**config.mk**
```make
export PLATFORM = sky130hd
export DESIGN_NAME = afcs_frame_parser
export DESIGN_NICKNAME = d
export VERILOG_FILES = /design/src/sv/afcs_pkg.sv /design/src/sv/afcs_frame_parser.sv
export SDC_FILE = /design/constraint.sdc
export NUM_CORES = 1
export LEC_CHECK = 0
export BUFFER_PORTS_ARGS = -buffer_cell sky130_fd_sc_hd__buf_2
export CAP_MARGIN = 20
export CORE_UTILIZATION = 42
export DETAILED_ROUTE_END_ITERATION = 10
export GPL_TIMING_DRIVEN = 1
export PLACE_DENSITY = 0.71
export SYNTH_ARGS = -nofsm -noshare
export SYNTH_HDL_FRONTEND = slang
export SYNTH_SLANG_ARGS = --single-unit
```
**constraint.sdc**
```tcl
create_clock -name i_clk -period 3.4 [get_ports i_clk]
set_input_delay 0.34 -clock i_clk [delete_from_list [all_inputs] [get_ports i_clk]]
set_output_delay 0.34 -clock i_clk [all_outputs]
set_load 0.02 [all_outputs]
```
**src/sv/afcs_pkg.sv**
```systemverilog
package afcs_pkg;

    // Frame layout: dummy, status, four code bytes (big-endian), checksum
    localparam logic [2:0] POS_IDLE       = 3'd0;
    localparam logic [2:0] POS_STATUS     = 3'd1;
    localparam logic [2:0] POS_CODE_FIRST = 3'd2;
    localparam logic [2:0] POS_CODE_LAST  = 3'd5;
    localparam logic [2:0] POS_CHECKSUM   = 3'd6;

    // Configuration register indexes
    localparam int unsigned CFG_IDX_W  = 1;
    localparam int unsigned CFG_DATA_W = 30;
    localparam logic [CFG_IDX_W-1:0] CFG_CHECKSUM_SEED = 1'b0;
    localparam logic [CFG_IDX_W-1:0] CFG_REF_VOLTAGE   = 1'b1;

    localparam logic [7:0]            SEED_RESET = 8'd155;
    localparam logic [CFG_DATA_W-1:0] REF_RESET  = 30'd250000000;

    // Product of 32-bit code and 31-bit non-negative reference
    localparam int unsigned PROD_W = 63;
    // Bias that turns the arithmetic shift by 31 into truncation toward zero
    localparam logic signed [PROD_W-1:0] ROUND_BIAS = 63'sh7FFF_FFFF;

    // Decoded frame handed from the parser to the scaler
    typedef struct packed {
        logic signed [31:0] code;
        logic [7:0]         status;
        logic               err;
        logic               status_valid;
    } t_frame_res;

endpackage

```
**src/sv/afcs_frame_parser.sv**
```systemverilog
module afcs_frame_parser (
    input  logic                  i_clk,
    input  logic                  i_rst_n,
    input  logic                  i_take,
    input  logic [7:0]            i_rx_byte,
    input  logic                  i_frame_start,
    input  logic                  i_link_failed,
    input  logic [7:0]            i_seed,
    output logic                  o_emit,
    output afcs_pkg::t_frame_res  o_res
);
    import afcs_pkg::*;

    logic [2:0]  r_pos,    n_pos;
    logic [31:0] r_code,   n_code;
    logic [7:0]  r_sum,    n_sum;
    logic [7:0]  r_status, n_status;
    logic        r_failed, n_failed;

    logic        failed_now;
    logic [7:0]  expect_sum;
    logic        sum_ok;

    assign failed_now = r_failed | i_link_failed;
    assign expect_sum = r_sum + i_seed;
    assign sum_ok     = !failed_now && (i_rx_byte == expect_sum);

    // Emit on the checksum byte of an open frame
    assign o_emit = i_take && !i_frame_start && (r_pos == POS_CHECKSUM);

    // Build the decoded frame; errors zero the code
    always_comb begin
        o_res.code         = sum_ok ? $signed(r_code) : 32'sd0;
        o_res.status       = failed_now ? 8'd0 : r_status;
        o_res.err          = !sum_ok;
        o_res.status_valid = !failed_now;
    end

    // Advance the frame state on each accepted byte
    always_comb begin
        n_pos    = r_pos;
        n_code   = r_code;
        n_sum    = r_sum;
        n_status = r_status;
        n_failed = r_failed;
        if (i_take) begin
            if (i_frame_start) begin
                n_pos    = POS_STATUS;
                n_failed = i_link_failed;
                n_code   = 32'd0;
                n_sum    = 8'd0;
                n_status = 8'd0;
            end else if (r_pos == POS_IDLE || r_pos > POS_CHECKSUM) begin
                // drop stray bytes
                n_pos = POS_IDLE;
            end else begin
                n_failed = failed_now;
                n_pos    = r_pos + 3'd1;
                if (r_pos == POS_STATUS) begin
                    n_status = i_rx_byte;
                end else if (r_pos >= POS_CODE_FIRST && r_pos <= POS_CODE_LAST) begin
                    n_code = {r_code[23:0], i_rx_byte};
                    n_sum  = r_sum + i_rx_byte;
                end else begin
                    n_pos    = POS_IDLE;
                    n_failed = 1'b0;
                end
            end
        end
    end

    always_ff @(posedge i_clk) begin
        if (!i_rst_n) begin
            r_pos    <= POS_IDLE;
            r_code   <= 32'd0;
            r_sum    <= 8'd0;
            r_status <= 8'd0;
            r_failed <= 1'b0;
        end else begin
            r_pos    <= n_pos;
            r_code   <= n_code;
            r_sum    <= n_sum;
            r_status <= n_status;
            r_failed <= n_failed;
        end
    end

endmodule

```
# --- Word-level counts from Yosys, hierarchy flattened ---
# Cells that the tools add are included.
word_totals:
  reg_bits: 52
  in_bits: 21
  out_inout_bits: 43
  elab_cells: 52
op_classes:
  n_addsub: 3
  order_cmp: 3
  n_eq_ne: 5
  mux: 21
  bitwise: 1
  n_reduce_logical: 14
op_table:
  columns: ["operator", "count"]
  rows:
  - ["$mux W32", 5]
  - ["$mux W8", 8]
  - ["$add A8 B8 Y8", 2]
  - ["$mux W3", 4]
  - ["$eq A8 B8 Y1", 1]
  - ["$logic_and A1 B1 Y1", 4]
  - ["$mux W1", 4]
  - ["$ne A2 B2 Y1 const B", 2]
  - ["$reduce_and A4 Y1", 1]
  - ["$reduce_bool A2 Y1", 2]
  - ["$add A3 B1 Y3 const B", 1]
  - ["$eq A3 B1 Y1 const B", 1]
  - ["$eq A3 B3 Y1 const B", 1]
  - ["$ge A3 B2 Y1 const B", 1]
  - ["$gt A3 B3 Y1 const B", 1]
  - ["$le A3 B3 Y1 const B", 1]
  - ["$logic_not A1 Y1", 3]
  - ["$logic_not A3 Y1", 1]
  - ["$reduce_and A3 Y1", 1]
  - ["$reduce_and A2 Y1", 1]
  - ["$logic_or A1 B1 Y1", 1]
  - ["$or A1 B1 Y1", 1]

# --- Logic depth before layout (Yosys ltp) ---
# Gate-level depths: netlist of run 1.
logic_depth:
  depth_word: 6
  depth_mapped: 9

# --- Worst setup path before layout of run 1 ---
# OpenSTA, ideal clock, no wires.
synth_path:
  path_kind: "input to output"
  start: "in i_seed[0]"
  end: "out o_res[10] (netlist bit)"
  arrival_time_ns: 2.645
  t_required_ns: 3.060
  slack_ns: 0.415
  stages: 8
  path_cell_list: "ha_1 > fa_1 > a21o_1 > a21oi_2 > xnor2_1 > or4_1 > buf_6 > nor4_1"
synth_rtl:
  columns: ["element", "line", "source"]
  rows:
  - ["from (decl)", "afcs_frame_parser.sv:8", "input logic [7:0] i_seed,"]
  - ["to (decl)", "afcs_frame_parser.sv:10", "output afcs_pkg::t_frame_res o_res"]

==> results of run 1 <==
[kinds of logic after synthesis]
logic type,count (synthesis)
compound gates,73
xor+xnor,18
fa+ha+maj,21
buf+inv,67
flops,52
mux,18
simple gates,135
[cell usage after synthesis, types with 2 or more instances]
cell / instances / area share, %
sky130_fd_sc_hd__dfxtp_1: 52 / 31
sky130_fd_sc_hd__nor2_1: 50 / 5.6
sky130_fd_sc_hd__inv_1: 40 / 4.4
sky130_fd_sc_hd__nor4_2: 30 / 11
sky130_fd_sc_hd__a22oi_1: 29 / 6.4
sky130_fd_sc_hd__ha_1: 19 / 7.0
sky130_fd_sc_hd__mux2i_1: 18 / 5.3
sky130_fd_sc_hd__clkbuf_1: 17 / 1.9
sky130_fd_sc_hd__xnor2_1: 14 / 3.6
sky130_fd_sc_hd__and2_1: 11 / 2.0
sky130_fd_sc_hd__nor2b_1: 10 / 1.9
sky130_fd_sc_hd__a21oi_1: 8 / 1.2
sky130_fd_sc_hd__nand2_1: 8 / 0.89
sky130_fd_sc_hd__nand2b_1: 5 / 0.93
sky130_fd_sc_hd__nand3_1: 5 / 0.74
sky130_fd_sc_hd__a21o_1: 4 / 0.89
sky130_fd_sc_hd__buf_2: 4 / 0.59
sky130_fd_sc_hd__o21ai_0: 4 / 0.59
sky130_fd_sc_hd__o21ai_1: 4 / 0.59
sky130_fd_sc_hd__xor2_1: 4 / 1.0
sky130_fd_sc_hd__buf_12: 3 / 1.8
sky130_fd_sc_hd__o211ai_1: 3 / 0.67
sky130_fd_sc_hd__o21a_1: 3 / 0.67
sky130_fd_sc_hd__o31ai_1: 3 / 0.67
sky130_fd_sc_hd__a211oi_1: 2 / 0.44
sky130_fd_sc_hd__a21oi_2: 2 / 0.52
sky130_fd_sc_hd__fa_1: 2 / 1.2
sky130_fd_sc_hd__nand3b_1: 2 / 0.44
sky130_fd_sc_hd__nand4_1: 2 / 0.37
sky130_fd_sc_hd__nor3_1: 2 / 0.30
sky130_fd_sc_hd__nor4_1: 2 / 0.37
sky130_fd_sc_hd__or3_1: 2 / 0.37
sky130_fd_sc_hd__or4_1: 2 / 0.44
[power breakdown]
| part | switching (mW) | internal, mW | total [mW] | leakage [nW] |
|---|---|---|---|---|
| Combinational | 0.124 | 0.0626 | 0.186 | 1.05 |
| Clock | 0.222 | 0.150 | 0.372 | 0.0487 |
| Sequential | 0.00529 | 0.616 | 0.621 | 0.420 |
| Total | 0.351 | 0.829 | 1.18 | 1.51 |
[worst max-delay path by stage]
| stage | from | to | slack, ns | cells past startpoint |
|---|---|---|---|---|
| 3_3_place_gp | i_seed[0] | o_res[12] | 0.36 | 10 |
| 2_1_floorplan | i_seed[0] | o_res[10] | 0.41 | 8 |
| 4_1_cts | r_sum[0] | o_res[22] | 0.11 | 9 |
| 3_5_place_dp | i_seed[0] | o_res[22] | 0.33 | 10 |
| 5_1_grt | r_sum[0] | o_res[15] | 0.0005 | 9 |
| 6_report | r_sum[0] | o_res[22] | 0.13 | 9 |
[flip-flops by register name, summed over array words and instances, names as in the netlist]
signal / cells
r_code: 32
r_status: 8
r_sum: 8
r_pos: 3
r_failed: 1
[cell type report]
type                    instances  area, um^2
clock inverters                 3        26.3
fillers                       759        3920
flip-flops and latches         52        1040
inverters                      41         154
repair buffers                 70         389
well taps                     102         128
multi-input cells             265        2040
clock buffers                   5        68.8
[metal layers]
layer	up-vias	part of all wire (%)	GRT usage, %
met5	-	0	0
met1	1383	45	23.0
met3	7	4.9	3.32
met2	77	49	32.0
li1	1445	-	-
met4	0	1.1	6.12
[timing repair]
item / 4_1_cts / 5_1_grt
gates resized for setup: 0 / 4
setup endpoints to repair: 0 / 20
hold buffers: 0 / 0
[worst max-delay path: stages (launching register included)]
cell and delay, ns:
sky130_fd_sc_hd__dfxtp_1 0.34, sky130_fd_sc_hd__ha_1 0.23, sky130_fd_sc_hd__fa_1 0.41, sky130_fd_sc_hd__a21o_1 0.22, sky130_fd_sc_hd__a21oi_2 0.15, sky130_fd_sc_hd__xnor2_1 0.07
sky130_fd_sc_hd__or4_1 0.46, sky130_fd_sc_hd__buf_12 0.21, sky130_fd_sc_hd__nor4_2 0.29, sky130_fd_sc_hd__buf_2 0.21
[through the flow]
stage / cell area, um^2 / hold slack (ns) / setup slack, ns / instances / utilization [%]
6_report: 3850 / 0.294 / 0.133 / 538 / 49.5
5_1_grt: 3850 / 0.318 / 0.000519 / 538 / 49.5
4_1_cts: 3830 / 0.297 / 0.112 / 538 / 49.3
3_5_place_dp: 3740 / 0.476 / 0.329 / 530 / 48.1
3_3_place_gp: 3740 / 0.467 / 0.365 / 530 / 48.1
2_1_floorplan: 3380 / 0.452 / 0.415 / 384 / -
==> impl_metrics.csv, run 1 <==
group,metric,value,unit
yosys,main_combinational_cell_family_by_area_after_synthesis,"simple AND/OR/NAND/NOR gates",
yosys,synth_seq_cells,52,
clocking,clkSinkCount,52,
layout,finish.net_count,477,
drt,post_route_wl,7560,um
drt,drt_pass1_iterations,4,
min_path,min-delay-start,"i_rst_n",
worst_setup_path,critical_path_class,"reg -> out",
worst_setup_path,crit-reg2reg-launch,"r_pos[0]",
yosys,postSynthCellCount,384,
floorplan,die_area,8410,um^2
drt,detail_route.wl_per_cell,14.0,um
floorplan,core,7770,um^2
yosys,synth.yosys.seq_area_share,30.8,%
worst_setup_path,worstSetupEndpointType,"primary output",
layout,flow.area_growth_from_synthesis,13.8,%
clocking,clock_path_buffers,2,
worst_setup_path,worst-r2r-cell-count,8,
placement,io_buffer_count,63,
power_and_ir_drop,leakage,1.51,nW
timing,grt_setup_unrepaired,"false",
clocking,worst_setup_hold_path_clk_slew,0.10,ns
yosys,most_common_flop_cell_mapped_by_yosys,"sky130_fd_sc_hd__dfxtp_1",
clocking,numCtsBuffers,5,
yosys,synth_cell_types,51,
worst_setup_path,crit_path_start_kind,"register",
global_routing,groute.usage.overall,18.4,%
clocking,clock_insertion_delay_worst_skew,0.32,ns
clocking,cell_at_the_root_of_the_clock_tree,"sky130_fd_sc_hd__clkbuf_8",
drt,ant_nets,0,
global_routing,maximum_number_of_pins_on_one_net_before_global_route_repair,45,
min_path,min_to,"r_pos[1]",
layout,num_antenna_cells,0,
clocking,cts_setup_buffers,0,
yosys,synth_enable_flop_cells,0,
yosys,synthMuxAreaShare,5.33,%
drt,vias,2912,
timing,post_layout_minimum_cycle_time,3.27,ns
worst_setup_path,critical_path.reg2reg.endpoint,"r_code[12]",
worst_setup_path,setup.reg_to_reg.worst_slack,1.21,ns
power_and_ir_drop,ir_drop,163,uV
power_and_ir_drop,power_density_relative_to_cell_area,307,nW/um^2
yosys,compound_cell_area_share_of_the_yosys_netlist,15.5,%
timing,finalMaxSlewViolations,0,
placement,place.gp.congestion,0.913,
clocking,cts_h_tree_lvls,2,
yosys,yosys.area_share.adder,8.22,%
global_routing,first_global_vias,2742,
yosys,synth-simple-area-share,26.2,%
drt,total_drc_errors_in_the_routed_layout,0,
worst_setup_path,worstPathMaxFanout,32,
yosys,syn_area_per_cell,8.80,um^2
global_routing,total_gr_overflow,0,
yosys,synth_xor_xnor_area_share,4.66,%
drt,detail_route.iter0.violations,122,
run_status,status,"finished, final reports clean",
drt,via_per_inst,5.41,
yosys,synth_nets,426,
placement,hpwlAfterDp,5670,um
floorplan,floorplan.initialDensity,43.5,%
timing,final-setup-viol-count,0,
layout,mostFrequentLayoutCell,"sky130_fd_sc_hd__buf_2",
power_and_ir_drop,post-layout-total-power,1.18,mW
timing,timing.max_slew.rel_slack,64.5,%
layout,layout.cells.most_common_list,"sky130_fd_sc_hd__buf_2 (61), sky130_fd_sc_hd__dfxtp_1 (52), sky130_fd_sc_hd__nor2_1 (50), sky130_fd_sc_hd__inv_1 (39), sky130_fd_sc_hd__nor4_2 (31)",
timing,clock_skew,0.0137,ns
min_path,hold-path-cell-count,2,
job,max_cap_violations,0,
global_routing,antenna_violations_before_repair,0,
yosys,yosysWarnings,0,
yosys,syn-cell-area,3380,um^2
timing,max_clock_freq,0.306,GHz
floorplan,die_height,91.7,um
yosys,fraction_of_registers_with_async_set_reset,0,%
timing,final_hold_viol_count,0,
min_path,hold_path.class,"in -> reg",
layout,drive_above_1_share,26.6,%
timing,min_period_over_period,96.1,%
timing,fin_setup_tns,0,ns
worst_setup_path,cp_data_required_time,3.06,ns
global_routing,grt_pass1_wl,12600,um
clocking,clock_tree_from_tritoncts,"done",
floorplan,die_x,91.7,um
floorplan,row_count,32,
worst_setup_path,worstPathArrival,2.93,ns
floorplan,io_pins,64,
timing,worst_pin_slew,0.529,ns
(Power assumes the default switching activity.)
==> run 2: changes to the inputs <==
clock period = 3.71 ns   (was 3.4 ns; I/O delays follow)
==> run 2 against run 1 <==
Utilization is 0.23 points lower; sequential power is 8.4% lower; clock skew is 0.0077 ns lower; first-iteration DRC count is 22% lower; sequential share of layout area is 0.12 points higher; critical path depth stayed put; clock power is 12% lower; routed wire length is 0.77% lower; sequential cell count stayed put; largest power group unchanged.
==> impl_metrics.csv, run 2 (synthesis results as in run 1) <==
group,metric,value,unit
worst_setup_path,setup.reg_to_reg.worst_slack,1.50,ns
floorplan,die_x,91.7,um
layout,layout_top_registers,"r_code: 32 flops, r_status: 8 flops, r_sum: 8 flops",
worst_setup_path,worstPathMaxFanout,33,
layout,mostFrequentLayoutCell,"sky130_fd_sc_hd__buf_2",
clocking,cts_h_tree_lvls,2,
placement,dp.cells,530,
worst_setup_path,worst_path_dominant_cell_family,"simple AND/OR/NAND/NOR gates",
clocking,clock_tree_from_tritoncts,"done",
layout,final_non_filler_cell_total,538,
power_and_ir_drop,power_density_relative_to_cell_area,279,nW/um^2
drt,detail_route.wl_per_cell,13.9,um
layout,largest_register,"r_code",
layout,drive_above_1_share,26.4,%
worst_setup_path,crit_path_start_kind,"register",
drt,met2_wirelength,3650,um
clocking,cts_resized,0,
worst_setup_path,worst-path-stages,9,
timing,worst_pin_slew,0.767,ns
timing,finalMaxSlewViolations,0,
timing,fin_setup_tns,0,ns
floorplan,io_pins,64,
worst_setup_path,worstPathArrival,2.96,ns
timing,min_period_over_period,89.8,%
drt,post_route_wl,7500,um
global_routing,first_global_vias,2634,
layout,layout.cells.most_common_list,"sky130_fd_sc_hd__buf_2 (63), sky130_fd_sc_hd__dfxtp_1 (52), sky130_fd_sc_hd__nor2_1 (50), sky130_fd_sc_hd__inv_1 (40), sky130_fd_sc_hd__nor4_2 (30)",
global_routing,maximum_number_of_pins_on_one_net_before_global_route_repair,47,
drt,vias,2871,
worst_setup_path,cpMaxStageDelayCell,"sky130_fd_sc_hd__fa_1",
drt,detail_route.wirelength.met1,3470,um
worst_setup_path,critical_path_class,"reg -> out",
drt,detailroute.wirelength.met3,294,um
worst_setup_path,startpoint,"r_sum[0]",
global_routing,groute.usage.overall,18.7,%
drt,topRoutingLayerUsed,"met4",
clocking,worst_setup_hold_path_clk_slew,0.10,ns
run_status,status,"finished, final reports clean",
placement,io_buffer_count,63,
floorplan,core,7770,um^2
timing,post_layout_minimum_cycle_time,3.33,ns
worst_setup_path,worstSetupEndpointType,"primary output",
drt,drt_pass1_iterations,5,
min_path,hold_path.class,"in -> reg",
worst_setup_path,timing.critical_path.cells,"ha_1 -> fa_1 -> a21o_1 -> a21oi_2 -> xnor2_1 -> or4_1 -> buf_4 -> or3_1 -> buf_2",
worst_setup_path,cp.buffers_inverters,2,
drt,detail_route.iter0.violations,95,
timing,clock_skew,0.00601,ns
drt,via_per_inst,5.34,
global_routing,grt_pass1_wl,12600,um
timing,timing.max_slew.rel_slack,48.7,%
clocking,clkSinkCount,52,
drt,total_drc_errors_in_the_routed_layout,0,
timing,final-setup-viol-count,0,
clocking,clock_insertion_delay_worst_skew,0.31,ns
timing,fin_hold_ws,0.338,ns
layout,num_antenna_cells,0,
timing,max_clock_freq,0.300,GHz
timing,grt_setup_unrepaired,"false",
worst_setup_path,worst-r2r-cell-count,6,
worst_setup_path,cp_data_required_time,3.34,ns
clocking,cell_at_the_root_of_the_clock_tree,"sky130_fd_sc_hd__clkbuf_8",
worst_setup_path,cp_max_stage_delay,0.40,ns
floorplan,row_count,32,
global_routing,antenna_violations_before_repair,0,
timing,final_hold_viol_count,0,
placement,place.gp.congestion,0.883,
global_routing,total_gr_overflow,0,
layout,largest_reg_flops,32,
power_and_ir_drop,ir_drop,152,uV
clocking,cts.hold.buffers_added,0,
layout,finish.net_count,477,
worst_setup_path,crit-reg2reg-launch,"r_sum[1]",
clocking,cts_setup_buffers,0,
placement,hpwlAfterDp,5570,um
floorplan,die_area,8410,um^2
worst_setup_path,setup.worst_path.end,"o_res[1]",
floorplan,floorplan.initialDensity,43.5,%
power_and_ir_drop,leakage,1.51,nW
floorplan,die_height,91.7,um
layout,flow.area_growth_from_synthesis,13.3,%
worst_setup_path,critical_path.reg2reg.endpoint,"r_sum[7]",
layout,num-fill-cells,765,
clocking,clock_path_buffers,2,
clocking,numCtsBuffers,5,
drt,ant_nets,0,
job,max_cap_violations,0,
## run 2: worst min-delay path by stage
| stage | start | to | slack (ns) | cells after the start |
|---|---|---|---|---|
| floorplan | r_status[0] | r_status[0] | 0.45 | 2 |
| global placement | r_status[5] | r_status[5] | 0.47 | 2 |
| detailed placement | r_status[5] | r_status[5] | 0.48 | 2 |
| CTS | i_rst_n | r_pos[1] | 0.34 | 2 |
| global route | i_rst_n | r_pos[1] | 0.37 | 2 |
| finish | i_rst_n | r_pos[1] | 0.34 | 2 |
## run 2: cell type report
| type | count | area (um^2) | share of cell area (%) |
|---|---|---|---|
| Clock buffer | 5 | 68.8 | 1.80 |
| Sequential cell | 52 | 1040 | 27.2 |
| Clock inverter | 3 | 23.8 | 0.621 |
| Timing Repair Buffer | 70 | 380 | 9.93 |
| Multi-Input combinational cell | 265 | 2030 | 53.1 |
| Tap cell | 102 | 128 | 3.33 |
| Inverter | 41 | 154 | 4.02 |
## run 2: per-layer routing
metal	global-route usage (%)	up-vias
li1	-	1451
met1	24.1	1344
met2	31.6	70
met3	3.65	6
met4	5.60	0
met5	0	-
## run 2: power breakdown
| group | total [mW] | internal (mW) | switching, mW |
|---|---|---|---|
| registers | 0.569 | 0.564 | 0.00494 |
| logic | 0.172 | 0.0590 | 0.113 |
| clock network | 0.329 | 0.134 | 0.195 |
## run 2: worst reg2reg max path, delay by kind of cell, from the launching register on
| kind | cells | cell delay, ns |
|---|---|---|
| and+or+nand+nor | 2 | 0.65 |
| DFF | 1 | 0.47 |
| muxes | 1 | 0.15 |
| AOI/OAI and AO/OA | 2 | 0.57 |
| adders and majority gates | 1 | 0.30 |
## run 2: through the flow
step	setup WS [ns]	power, mW	instance area, um^2	utilization [%]
after floorplan	0.663	0.707	3380	-
after global placement	0.549	0.750	3740	48.1
after detailed placement	0.544	0.754	3740	48.1
after CTS	0.328	1.08	3830	49.3
after global routing	0.173	1.12	3830	49.3
final	0.377	1.07	3830	49.3
==> run 3: changes to the inputs <==
ABC_AREA = 1   (was default)
==> run 3 against run 2 <==
Design area fell by 3.7%; routed wire length fell by 1.4%; utilization rose by 0.48 points; worst setup slack improved by 0.19 ns; fmax rose by 6.2%; sequential share of layout area rose by 1.0 points; combinational power fell by 18%; final cell count rose by 19%.
==> impl_metrics.csv, run 3 <==
group,metric,value,unit
floorplan,die_height,90.3,um
layout,finish.net_count,582,
min_path,min-delay-start,"i_take",
yosys,synth_area_leaders,"sky130_fd_sc_hd__dfxtp_1 (32%), sky130_fd_sc_hd__nand2_1 (14%), sky130_fd_sc_hd__inv_1 (9.1%)",
layout,largest_reg_flops,32,
floorplan,die_x,90.3,um
timing,grt_setup_unrepaired,"false",
timing,final_hold_viol_count,0,
drt,ant_nets,0,
global_routing,groute.usage.overall,19.1,%
drt,detail_route.wl_per_cell,11.6,um
yosys,synthDominantAreaCellType,"sky130_fd_sc_hd__dfxtp_1",
job,max_cap_violations,0,
layout,drive_above_1_share,20.9,%
floorplan,core,7410,um^2
clocking,cts_setup_buffers,0,
yosys,post-synth-top-count-cell,"sky130_fd_sc_hd__nand2_1",
run_status,status,"finished, final reports clean",
clocking,cell_at_the_root_of_the_clock_tree,"sky130_fd_sc_hd__clkbuf_8",
global_routing,grt_pass1_wl,12900,um
worst_setup_path,timing.critical_path.cells,"ha_1 -> fa_1 -> nand3_1 -> nand2_1 -> nand2_1 -> nand2_1 -> nand2_1 -> nand2_1 -> nor2_2 -> nand3_4 -> nor2_1 -> buf_2",
layout,flow.area_growth_from_synthesis,12.7,%
floorplan,io_pins,64,
worst_setup_path,crit_path_start_kind,"register",
layout,multi_input_area,1790,um^2
drt,post_route_wl,7390,um
min_path,hold_path.class,"in -> reg",
yosys,synth.yosys.seq_area_share,31.8,%
worst_setup_path,worstSetupEndpointType,"primary output",
worst_setup_path,worstPathMaxFanout,33,
floorplan,floorplan.initialDensity,44.2,%
yosys,most_common_flop_cell_mapped_by_yosys,"sky130_fd_sc_hd__dfxtp_1",
yosys,synthMuxAreaShare,0,%
yosys,synth_enable_flop_cells,0,
yosys,fraction_of_registers_with_async_set_reset,0,%
drt,total_drc_errors_in_the_routed_layout,0,
floorplan,row_count,31,
yosys,main_combinational_cell_family_by_area_after_synthesis,"simple AND/OR/NAND/NOR gates",
global_routing,antenna_violations_before_repair,0,
global_routing,first_global_vias,2838,
drt,via_per_inst,4.78,
timing,max_clock_freq,0.319,GHz
layout,num-fill-cells,777,
yosys,synth-simple-area-share,32.0,%
clocking,numCtsBuffers,5,
floorplan,die_area,8150,um^2
clocking,cts_resized,0,
yosys,yosysWarnings,0,
layout,layout.cells.most_common_list,"sky130_fd_sc_hd__nand2_1 (126), sky130_fd_sc_hd__inv_1 (79), sky130_fd_sc_hd__buf_2 (63), sky130_fd_sc_hd__dfxtp_1 (52), sky130_fd_sc_hd__a21oi_1 (47)",
timing,timing.max_slew.rel_slack,41.4,%
worst_setup_path,worstPathArrival,2.77,ns
global_routing,maximum_number_of_pins_on_one_net_before_global_route_repair,49,
timing,fin_hold_ws,0.353,ns
worst_setup_path,setup.reg_to_reg.worst_slack,1.55,ns
worst_setup_path,worst_path_dominant_cell_family,"simple AND/OR/NAND/NOR gates",
yosys,synth_nets,527,
global_routing,total_gr_overflow,0,
yosys,compound_cell_area_share_of_the_yosys_netlist,12.9,%
clocking,clock_tree_from_tritoncts,"done",
clocking,cts_h_tree_lvls,2,
layout,mostFrequentLayoutCell,"sky130_fd_sc_hd__nand2_1",
timing,post_layout_minimum_cycle_time,3.14,ns
clocking,worst_setup_hold_path_clk_slew,0.10,ns
timing,clock_skew,0.00850,ns
timing,fin_setup_tns,0,ns
yosys,synth_top_cell_area_share,31.8,%
placement,place.gp.congestion,0.870,
yosys,syn-cell-area,3270,um^2
power_and_ir_drop,power_density_relative_to_cell_area,286,nW/um^2
yosys,synth.top_cells.by_count,"sky130_fd_sc_hd__nand2_1 (126), sky130_fd_sc_hd__inv_1 (79), sky130_fd_sc_hd__dfxtp_1 (52)",
clocking,clock_insertion_delay_worst_skew,0.31,ns
power_and_ir_drop,post-layout-total-power,1.05,mW
yosys,synth_cell_types,34,
worst_setup_path,cp_max_stage_delay,0.43,ns
power_and_ir_drop,leakage,1.68,nW
power_and_ir_drop,ir_drop,166,uV
yosys,postSynthCellCount,485,
clocking,cts.hold.buffers_added,0,
worst_setup_path,cp.buffers_inverters,1,
worst_setup_path,startpoint,"r_sum[0]",
yosys,synth_seq_cells,52,
timing,min_period_over_period,84.6,%
placement,hpwlAfterDp,5710,um
timing,finalMaxSlewViolations,0,
timing,final-setup-viol-count,0,
worst_setup_path,crit-reg2reg-launch,"r_pos[0]",
layout,largest_register,"r_code",
worst_setup_path,most_frequent_cell_on_the_critical_path,"sky130_fd_sc_hd__nand2_1",
drt,detail_route.iter0.violations,132,
drt,vias,3057,
worst_setup_path,cpMaxStageDelayCell,"sky130_fd_sc_hd__fa_1",
clocking,clock_path_buffers,2,
worst_setup_path,critical_path_class,"reg -> out",
layout,layout_top_registers,"r_code: 32 flops, r_status: 8 flops, r_sum: 8 flops",
layout,layout.area.seq,1040,um^2
drt,drt_pass1_iterations,4,
yosys,yosys.area_share.adder,8.49,%
placement,io_buffer_count,63,
yosys,synth_xor_xnor_area_share,1.34,%
clocking,clkSinkCount,52,
layout,num_antenna_cells,0,
yosys,syn_area_per_cell,6.75,um^2
timing,worst_pin_slew,0.876,ns
worst_setup_path,cp_data_required_time,3.34,ns
-- run 3: cell count changes in the layout (fill, tap and decap cells not counted), sizes merged, moves of 7 or more --
cell    delta
a22oi     -29
a211oi     +7
nand2    +120
nor4      -32
inv       +41
xnor2     -11
nor2b     -10
mux2i     -18
nand3     +20
and2      -11
nor2      +18
a21oi     +38
-- run 3: final timing paths --
kind	endpoint	cells after the start
max	o_res[10]	12
min reg2reg	r_status[6]	2
max reg2reg	r_code[3]	9
min	r_pos[0]	3
-- run 3: logic make-up after synthesis --
| kind of cell | Yosys count |
|---|---|
| DFF | 52 |
| and+or+nand+nor | 235 |
| xor gates and xnor gates | 5 |
| AOI/OAI and AO/OA | 73 |
| adders and majority gates | 21 |
| buffers and inverters | 99 |
-- run 3: metal layers --
layer	track usage [%]	vias up	part of all wire, %
met4	7.80	0	2.5
met3	3.20	12	4.9
met2	30.7	63	45
met1	25.5	1356	48
met5	0	-	0
li1	-	1626	-
-- run 3: cell type report --
cell class | instances | area share [%]
clock buffers | 5 | 1.87
clock inverters | 3 | 0.678
inverters | 82 | 8.34
multi-input cells | 334 | 48.6
flip-flops and latches | 52 | 28.2
well taps | 99 | 3.36
repair buffers | 65 | 8.96
-- run 3: worst min-delay path: cells and delay by family --
| kind | cells | cell delay, ns |
|---|---|---|
| buf+inv | 1 | 0.10 |
| compound gates | 1 | 0.07 |
| simple gates | 1 | 0.09 |
-- run 3: stage by stage --
step / std cells / setup slack [ns] / area (um^2) / util, %
3_5_place_dp: 632 / 0.760 / 3590 / 48.5
6_report: 640 / 0.571 / 3690 / 49.8
2_1_floorplan: 485 / 1.35 / 3270 / -
3_3_place_gp: 632 / 0.818 / 3590 / 48.5
5_1_grt: 640 / 0.314 / 3690 / 49.8
4_1_cts: 640 / 0.558 / 3690 / 49.8
-- run 3: where the power goes --
part           switching, mW  total [mW]  internal (mW)
Sequential           0.00516       0.576          0.571
Clock                  0.199       0.337          0.138
Combinational         0.0957       0.141         0.0451
